`src/sv/fpbc_pkg.sv`:
```
// fpbc_pkg: shared codes, plane table and unit control types for the frustum cull core
// no dependencies; used by fpbc_divsqrt and frustum_plane_box_cull_core
package fpbc_pkg;

	// command codes of the input channel
	localparam logic [1:0] CMD_LOAD_PROJ = 2'd0;
	localparam logic [1:0] CMD_LOAD_MV   = 2'd1;
	localparam logic [1:0] CMD_EXTRACT   = 2'd2;
	localparam logic [1:0] CMD_TEST      = 2'd3;

	localparam logic [2:0] LAST_PLANE = 3'd5;

	// clip column combined with column 3 for each plane
	function automatic logic [1:0] plane_col(input logic [2:0] p);
		logic [1:0] c;
		case (p)
			3'd0, 3'd1: c = 2'd0;
			3'd2, 3'd3: c = 2'd1;
			default:    c = 2'd2;
		endcase
		return c;
	endfunction

	// planes that subtract their column from column 3
	function automatic logic plane_minus(input logic [2:0] p);
		return (p == 3'd0) || (p == 3'd3) || (p == 3'd4);
	endfunction

	typedef struct packed {
		logic start;
		logic sqrt;
	} du_ctrl_t;

	typedef struct packed {
		logic busy;
		logic done;
	} du_stat_t;

endpackage

```
`src/sv/fpbc_divsqrt.sv`:
```
// fpbc_divsqrt: iterative restoring divider and integer square root sharing one
// compare-subtract; depends on fpbc_pkg for its control and status structs
module fpbc_divsqrt import fpbc_pkg::*; #(
	parameter int XW    = 64,
	parameter int RW    = 34,
	parameter int QW    = 48,
	parameter int NDIV  = 48,
	parameter int NSQRT = 31
) (
	input  logic            clk,
	input  logic            arst_n,
	input  du_ctrl_t        ctrl,
	input  logic [XW-1:0]   operand,
	input  logic [RW-4:0]   divisor,
	output du_stat_t        stat,
	output logic [QW-1:0]   result
);

	localparam int NMAX = (NDIV > NSQRT) ? NDIV : NSQRT;
	localparam int CW   = $clog2(NMAX + 1);

	logic          busy_q, done_q, sqrt_q;
	logic [CW-1:0] cnt_q;
	logic [XW-1:0] x_q;
	logic [RW-1:0] rem_q, dvs_q;
	logic [QW-1:0] q_q;

	logic [RW-1:0] shifted, trial;
	logic [RW:0]   diff;
	logic          ge;

	// bring down one dividend bit or two radicand bits, then try the subtract
	always_comb begin
		shifted = sqrt_q ? {rem_q[RW-3:0], x_q[XW-1 -: 2]} : {rem_q[RW-2:0], x_q[XW-1]};
		trial   = sqrt_q ? {q_q[RW-3:0], 2'b01} : dvs_q;
		diff    = {1'b0, shifted} - {1'b0, trial};
		ge      = !diff[RW];
	end

	always_ff @(posedge clk or negedge arst_n) begin
		if (!arst_n) begin
			busy_q <= 1'b0;
			done_q <= 1'b0;
			cnt_q  <= '0;
		end else if (ctrl.start) begin
			busy_q <= 1'b1;
			done_q <= 1'b0;
			cnt_q  <= ctrl.sqrt ? CW'(NSQRT) : CW'(NDIV);
		end else if (busy_q) begin
			cnt_q <= cnt_q - CW'(1);
			if (cnt_q == CW'(1)) begin
				busy_q <= 1'b0;
				done_q <= 1'b1;
			end
		end else begin
			done_q <= 1'b0;
		end
	end

	always_ff @(posedge clk) begin
		if (ctrl.start) begin
			sqrt_q <= ctrl.sqrt;
			x_q    <= operand;
			rem_q  <= '0;
			q_q    <= '0;
			dvs_q  <= {3'b000, divisor};
		end else if (busy_q) begin
			x_q   <= sqrt_q ? (x_q << 2) : (x_q << 1);
			rem_q <= ge ? diff[RW-1:0] : shifted;
			q_q   <= {q_q[QW-2:0], ge};
		end
	end

	assign stat.busy = busy_q;
	assign stat.done = done_q;
	assign result    = q_q;

endmodule

```
`config.mk`:
```
export PLATFORM = sky130hd
export DESIGN_NAME = fpbc_divsqrt
export DESIGN_NICKNAME = d
export VERILOG_FILES = /design/src/sv/fpbc_pkg.sv /design/src/sv/fpbc_divsqrt.sv
export SDC_FILE = /design/constraint.sdc
export NUM_CORES = 1
export LEC_CHECK = 0
export ABC_AREA = 1
export BUFFER_PORTS_ARGS = -buffer_cell sky130_fd_sc_hd__buf_4
export CAP_MARGIN = 20
export CORE_ASPECT_RATIO = 1.1
export CORE_MARGIN = 5
export CORE_UTILIZATION = 35
export CTS_CLUSTER_DIAMETER = 100
export CTS_CLUSTER_SIZE = 28
export DETAILED_ROUTE_END_ITERATION = 6
export GPL_TIMING_DRIVEN = 0
export PLACE_DENSITY = 0.58
export REMOVE_ABC_BUFFERS = 1
export SLEW_MARGIN = 20
export SYNTH_ARGS = -nofsm -noshare
export SYNTH_HDL_FRONTEND = slang
export SYNTH_SLANG_ARGS = --single-unit
```
`constraint.sdc`:
```
create_clock -name clk -period 9.5 [get_ports clk]
set_input_delay 1.425 -clock clk [delete_from_list [all_inputs] [get_ports clk]]
set_output_delay 1.425 -clock clk [all_outputs]
set_load 0.02 [all_outputs]
```
==> results.sh, run 1 <==
export IMPL_start_util_pct=35.1
export IMPL_root_buffer="clkbuf_16"
export IMPL_placement_io_buffers=148
export IMPL_ios=149
export IMPL_antenna_left=0
export IMPL_cts_tree="yes"
export IMPL_powerDensity_mw_per_mm2=232
export IMPL_drc=0
export IMPL_dr_pass1_iters=6
export IMPL_grt_pass1_wl_mm=48.0
export IMPL_cts_sinks=185
export IMPL_wirelength_mm=28.5
export IMPL_diodes=0
export IMPL_worst_slew_pin_slew_ps=880
export IMPL_dieArea_mm2=0.0349
export IMPL_ys_seq_elements=185
export IMPL_cp_max_fo=72
export IMPL_via_per_inst=4.70
export IMPL_final_setup_viol_count=0
export IMPL_core_mm2=0.0311
export IMPL_postCtsResizedCells=0
export IMPL_worstHoldStart="rem_q[32]"
export IMPL_period_needed_ps=4270
export IMPL_antenna_found_initial=0
export IMPL_synth_cell_types=41
export IMPL_grt_overflow_total=0
export IMPL_peakVddDrop_uv=119
export IMPL_yosys_area_top_type="edfxtp_1"
export IMPL_yosys_warnings=0
export IMPL_globalplace_congestion=0.878
export IMPL_maxSlewHeadroom_pct=41.3
export IMPL_pre_cts_ws_ps=4870
export IMPL_slew_viol_final=0
export IMPL_grt_start_max_net_pins=104
export IMPL_critPathCaptureType="flip-flop"
export IMPL_die_width_um=179
export IMPL_synthFlopType="edfxtp_1"
export IMPL_netlist_area_mm2=0.0109
export IMPL_grt_pass1_vias=9704
export IMPL_r2r_start="sqrt_q"
export IMPL_yosysMostFrequentCell="nand2_1"
export IMPL_cap_violations=0
export IMPL_status="completed"
export IMPL_dp_hpwl_mm=20.9
export IMPL_final_hold_viol_count=0
export IMPL_crit_required_ps=9840
export IMPL_ys_seq_area_share_pct=43.0
export IMPL_post_cts_buffers=0
export IMPL_netlist_top_cells_count="nand2_1, inv_1, a21oi_1, nor2_1, edfxtp_1"
export IMPL_synth_top_area_share_pct=26.3
export IMPL_startpoint_type="flip-flop"
export IMPL_cts_made_buffers=17
export IMPL_synthTopCellsByArea="edfxtp_1, nand2_1, dfxtp_1"
export IMPL_wl_per_cell_um=13.8
export IMPL_drt_iter0_markers=440
export IMPL_ys_async_sr_fraction_pct=4.32
export IMPL_area_growth_pct=19.8
export IMPL_drive_above_1_share_pct=14.5
export IMPL_critPathKind="flip-flop to flip-flop"
export IMPL_layout_setup_ws_ps=5230
export IMPL_rsz0062_at_grt="false"
export IMPL_syn_area_per_cell_um2=7.21
export IMPL_cts_buffer_depth=2
export IMPL_grt_use_total_pct=16.8
export IMPL_clkLatencyLatePin_ps=450
export IMPL_hp_class="flip-flop to flip-flop"
export IMPL_htreeDepth=4
export IMPL_syn_inst=1517
export IMPL_die_height_um=195
export IMPL_skew_ps=16.1
export IMPL_crit_arrival_ps=4600
export IMPL_fin_crit_sh_pct=44.9
export IMPL_finalSetupTns_ps=0
export IMPL_cp_startpoint="sqrt_q"
export IMPL_clock_fmax_mhz=234
export IMPL_cts_hold_buf=0
export IMPL_clk_pin_slew_worst_paths_ps=70
export IMPL_placementRows=68
export IMPL_fin_nets=1765
export IMPL_via_count=9694
export IMPL_p_leak_uw=0.00618
export IMPL_synth_edf_count=96
-- through the flow --
step / hold WS (ps) / cell area, um2 / power [uW] / instances / util (%)
global placement: 440 / 12300 / 2340 / 2018 / 39.4
floorplan: 426 / 10600 / 1990 / 1450 / -
finish: 456 / 13100 / 3040 / 2062 / 42.1
detailed placement: 440 / 12500 / 2350 / 2030 / 40.2
global route: 476 / 13100 / 3330 / 2062 / 42.1
CTS: 460 / 13100 / 3090 / 2062 / 42.1
-- final cells by class --
class	instances	area (um2)
Clock buffer	17	425
Clock inverter	15	160
Fill cell	3339	18000
Inverter	218	827
Multi-Input combinational cell	1047	5130
Sequential cell	185	4700
Tap cell	420	526
Timing Repair Buffer	160	1330
-- power by group --
part | total, uW | internal, uW | switching (uW)
combinational | 1310 | 473 | 835
clock | 718 | 372 | 346
sequential | 1020 | 960 | 58.8
-- final timing paths --
check	slack, ps	depth (start not counted)	endpoint
min reg2reg	460	2	rem_q[32]
max reg2reg	5230	21	rem_q[29]
min	460	2	rem_q[32]
max in group asynchronous	8570	1	cnt_q[2]
min in group asynchronous	790	1	cnt_q[4]
max	5230	21	rem_q[29]
-- logic make-up (layout without fill, tap and decap cells) --
family                     count (synthesis)  after routing  synth area share (%)
xor gates and xnor gates                  17             17                  1.36
and+or+nand+nor                          713            713                  27.5
adders and majority gates                 37             37                  4.30
muxes                                      1              1                0.0915
DFF                                      185            185                  43.0
AOI/OAI and AO/OA                        279            279                  13.6
buffers and inverters                    285            410                  10.2
-- state kept, by name (all words and copies together) (netlist names) --
signal  cells
result     48
x_q        64
cnt_q       6
dvs_q      31
sqrt_q      1
rem_q      33
busy_q      1
done_q      1
-- placed cells by master (no fill, tap or decap), types with 2 or more instances in the layout --
cell,count
o211ai_1,2
o21ai_0,72
nor3_1,3
buf_8,6
inv_6,4
buf_16,3
nor2_1,107
nand3b_1,3
xor2_1,3
a21oi_1,144
nand2_8,2
buf_6,3
or2_2,16
nor2_4,4
nor2_2,3
inv_2,5
and2_1,6
nand2_4,2
clkinvlp_4,3
edfxtp_1,96
buf_4,147
inv_1,210
o22ai_1,46
nand4_1,9
nand2_1,458
clkinv_4,3
nand3_1,90
ha_1,36
xnor2_1,14
nand3_2,3
clkbuf_16,17
nand2_2,5
o21bai_1,3
dfrtp_1,8
dfxtp_1,81
inv_8,3
o21ai_1,9
-- per-layer routing --
metal / up-vias / part of all wire [%] / track usage (%)
met3: 21 / 4.9 / 4.01
met1: 4389 / 45 / 21.3
met2: 167 / 48 / 28.8
met4: 0 / 1.3 / 4.01
met5: - / 0 / 0
li1: 5117 / - / -
-- worst max-delay path, stage by stage (launching register included) --
cell	delay (ps)
edfxtp_1	640
buf_8	230
buf_8	160
buf_6	160
inv_4	100
buf_16	220
or2_2	310
o21ai_0	100
inv_1	70
ha_1	390
nand2_1	130
nand2_1	70
nand2_1	70
nand2_1	90
a21oi_4	200
nor2_4	70
nor2_8	390
nand2_8	250
nand2_2	230
nand2_1	90
nand2_1	80
nand2_1	40
(Power assumes the default switching activity.)
==> run 2: changes to the inputs <==
--- a/config.mk
+++ b/config.mk
@@ -5,7 +5,7 @@
 export SDC_FILE = /design/constraint.sdc
 export NUM_CORES = 1
 export LEC_CHECK = 0
-export ABC_AREA = 1
+export ABC_AREA = 0
 export BUFFER_PORTS_ARGS = -buffer_cell sky130_fd_sc_hd__buf_4
 export CAP_MARGIN = 20
 export CORE_ASPECT_RATIO = 1.1
==> constraint.sdc (replaced) <==
create_clock -name clk -period 4.1 [get_ports clk]
set_input_delay 0.615 -clock clk [delete_from_list [all_inputs] [get_ports clk]]
set_output_delay 0.615 -clock clk [all_outputs]
set_load 0.02 [all_outputs]
==> run 2 against run 1 <==
- clock skew shrank 6.4 ps
- critical path depth shrank 6
- synthesized area shrank 7.2%
- design area shrank 4.0%
- worst setup slack lost 5000 ps
- flip-flop and latch count is the same
- first-iteration DRC count shrank 17%
- final cell count shrank 26%
- synthesized cell count shrank 33%
- clock-buffer cell count is the same
- via count shrank 20%
- combinational power grew 130%
==> results.sh, run 2 <==
export IMPL_status="completed"
export IMPL_grt_pass1_vias=7755
export IMPL_htreeDepth=4
export IMPL_netlist_top_cells_count="mux2i_1, nand2_1, nor2_1, edfxtp_1, o21ai_0"
export IMPL_cap_violations=0
export IMPL_crit_family="simple AND/OR/NAND/NOR gates"
export IMPL_crit_end="rem_q[14]"
export IMPL_ys_async_sr_fraction_pct=4.32
export IMPL_clkLatencyLatePin_ps=440
export IMPL_peakVddDrop_uv=304
export IMPL_cts_sinks=185
export IMPL_cp_cell_sequence="buf_12 > buf_8 > buf_16 > or2_2 > ha_2 > fa_2 > nor2b_4 > o2111ai_2 > nand2_2 > a21oi_4 > or4_4 > a21oi_4 > or2_4 > o311ai_0 > a311oi_1"
export IMPL_final_cell_mix="buf_4, mux2i_1, nand2_1, nor2_1, edfxtp_1"
export IMPL_drc=0
export IMPL_fin_nets=1281
export IMPL_final_setup_viol_count=0
export IMPL_critPathCaptureType="flip-flop"
export IMPL_multi_input_area_mm2=0.00524
export IMPL_grt_pass1_wl_mm=39.3
export IMPL_placement_io_buffers=148
export IMPL_ys_seq_elements=185
export IMPL_grt_use_total_pct=14.8
export IMPL_area_growth_pct=23.8
export IMPL_path_depth=15
export IMPL_die_height_um=189
export IMPL_placementRows=65
export IMPL_diodes=0
export IMPL_fillers=2796
export IMPL_drive_above_1_share_pct=23.1
export IMPL_synth_top_area_share_pct=28.4
export IMPL_cts_made_buffers=17
export IMPL_hp_class="input pin to flip-flop"
export IMPL_cp_max_fo=28
export IMPL_largest_reg_flops=64
export IMPL_synthMuxAreaShare_pct=17.4
export IMPL_die_width_um=172
export IMPL_met3_usage_pct=5.10
export IMPL_dr_pass1_iters=5
export IMPL_yosys_area_top_type="edfxtp_1"
export IMPL_synthSimpleGateAreaFrac_pct=12.6
export IMPL_dieArea_mm2=0.0325
export IMPL_fin_crit_sh_pct=95.2
export IMPL_reg2reg_slack_ps=200
export IMPL_wl_per_cell_um=15.7
export IMPL_synth_fa_ha_area_share_pct=4.63
export IMPL_synth_top_family_by_area="multiplexers"
export IMPL_syn_area_per_cell_um2=10.0
export IMPL_period_needed_ps=3900
export IMPL_startpoint_type="flip-flop"
export IMPL_layout_commonest_cell="buf_4"
export IMPL_finalSetupTns_ps=0
export IMPL_worst_slew_pin_slew_ps=1030
export IMPL_r2r_end="rem_q[14]"
export IMPL_grt_overflow_total=0
export IMPL_ios=149
export IMPL_core_mm2=0.0286
export IMPL_use_met2_pct=23.4
export IMPL_p_total_uw=7010
export IMPL_reg2reg_depth=15
export IMPL_start_util_pct=35.5
export IMPL_synthXorXnorAreaFrac_pct=2.85
export IMPL_crit_required_ps=4450
export IMPL_globalplace_congestion=0.822
export IMPL_r2r_start="sqrt_q"
export IMPL_p_leak_uw=0.00565
export IMPL_syn_inst=1014
export IMPL_cts_buffer_depth=2
export IMPL_root_buffer="clkbuf_16"
export IMPL_wirelength_mm=24.0
export IMPL_use_met1_pct=19.6
export IMPL_yosysMostFrequentCell="mux2i_1"
export IMPL_critPathKind="flip-flop to flip-flop"
export IMPL_grt_busiest_layer="met2"
export IMPL_powerDensity_mw_per_mm2=557
export IMPL_via_per_inst=5.10
export IMPL_via_count=7789
export IMPL_synth_cell_types=62
export IMPL_seqCellArea_mm2=0.00471
export IMPL_antenna_found_initial=0
export IMPL_maxSlewHeadroom_pct=31.4
export IMPL_ys_seq_area_share_pct=46.3
export IMPL_synth_compound_area_share_pct=12.9
export IMPL_skew_ps=9.69
export IMPL_cts_tree="yes"
export IMPL_synthFlopType="edfxtp_1"
export IMPL_slowest_stage="or4_4"
export IMPL_antenna_left=0
export IMPL_crit_buf_inv=3
export IMPL_synth_edf_count=96
export IMPL_slew_viol_final=0
export IMPL_drt_iter0_markers=366
export IMPL_synthTopCellsByArea="edfxtp_1, dfxtp_1, mux2i_1"
export IMPL_slowest_delay_ps=510
export IMPL_netlist_area_mm2=0.0102
export IMPL_crit_path_frequent_cell="a21oi_4"
export IMPL_clk_pin_slew_worst_paths_ps=80
export IMPL_final_area_mm2=0.0126
export IMPL_post_route_util_pct=43.9
export IMPL_placedInstanceArea_mm2=0.0118
export IMPL_dp_hpwl_mm=16.7
export IMPL_crit_arrival_ps=4250
export IMPL_yosys_warnings=0
export IMPL_final_hold_viol_count=0
export IMPL_grt_start_max_net_pins=131
export IMPL_largest_register="x_q"
export IMPL_cp_startpoint="sqrt_q"
export IMPL_clock_fmax_mhz=256
## run 2: cell types whose count changed in the layout (fill, tap and decap cells not counted), moves of 31 or more
cell / before / now
nand3_1: 90 / 10
inv_1: 210 / 14
mux2_2: 0 / 31
o22ai_1: 46 / 0
nand2_1: 458 / 138
a21oi_1: 144 / 34
mux2i_1: 1 / 141
## run 2: layout make-up
cell class                      instances  share of cell area [%]
Sequential cell                       185                    37.4
Clock inverter                         15                    1.24
Multi-Input combinational cell        751                    41.7
Clock buffer                           17                    3.38
Inverter                               15                   0.468
Timing Repair Buffer                  175                    12.1
Tap cell                              368                    3.66
## run 2: cells by family (layout without fill, tap and decap cells)
family          count (synthesis)  count (layout)
simple gates                  300             301
flops                         185             185
compound gates                207             207
mux                           173             173
xor+xnor                       33              33
buf+inv                        79             222
fa+ha+maj                      37              37
## run 2: what timing repair did
item                       CTS  global route
setup endpoints to repair   34            34
cloned                       1             0
buffers inserted            10             1
resized for setup           11            14
pin swaps                    3             6
hold endpoints to repair     8             0
hold buffers                 1             0
## run 2: how the worst min path moves through the flow
stage                 to        start  slack (ps)  depth (start not counted)
6_report        dvs_q[6]   divisor[6]         350                          1
5_1_grt        dvs_q[23]  divisor[23]         320                          1
4_1_cts        dvs_q[14]  divisor[14]         320                          1
3_5_place_dp    cnt_q[4]       arst_n         440                          1
3_3_place_gp    cnt_q[4]       arst_n         440                          1
2_1_floorplan     busy_q       arst_n         320                          0
## run 2: power by group
group / leakage [uW] / switching, uW / internal (uW)
sequential: 0.00177 / 136 / 2190
combinational: 0.00360 / 1620 / 1380
clock: 0.000289 / 811 / 866
## run 2: stage by stage
stage / setup WS [ps] / instances / hold WS (ps)
4_1_cts: 20.5 / 1526 / 324
3_5_place_dp: -794 / 1482 / 440
2_1_floorplan: -3340 / 950 / 319
3_3_place_gp: -6020 / 1466 / 439
6_report: 197 / 1526 / 349
5_1_grt: -22.2 / 1526 / 321
## run 2: per-layer routing
metal	part of all wire (%)	vias up
met5	0	-
met2	47	159
met1	45	3674
met4	1.1	0
li1	-	3936
met3	6.6	20
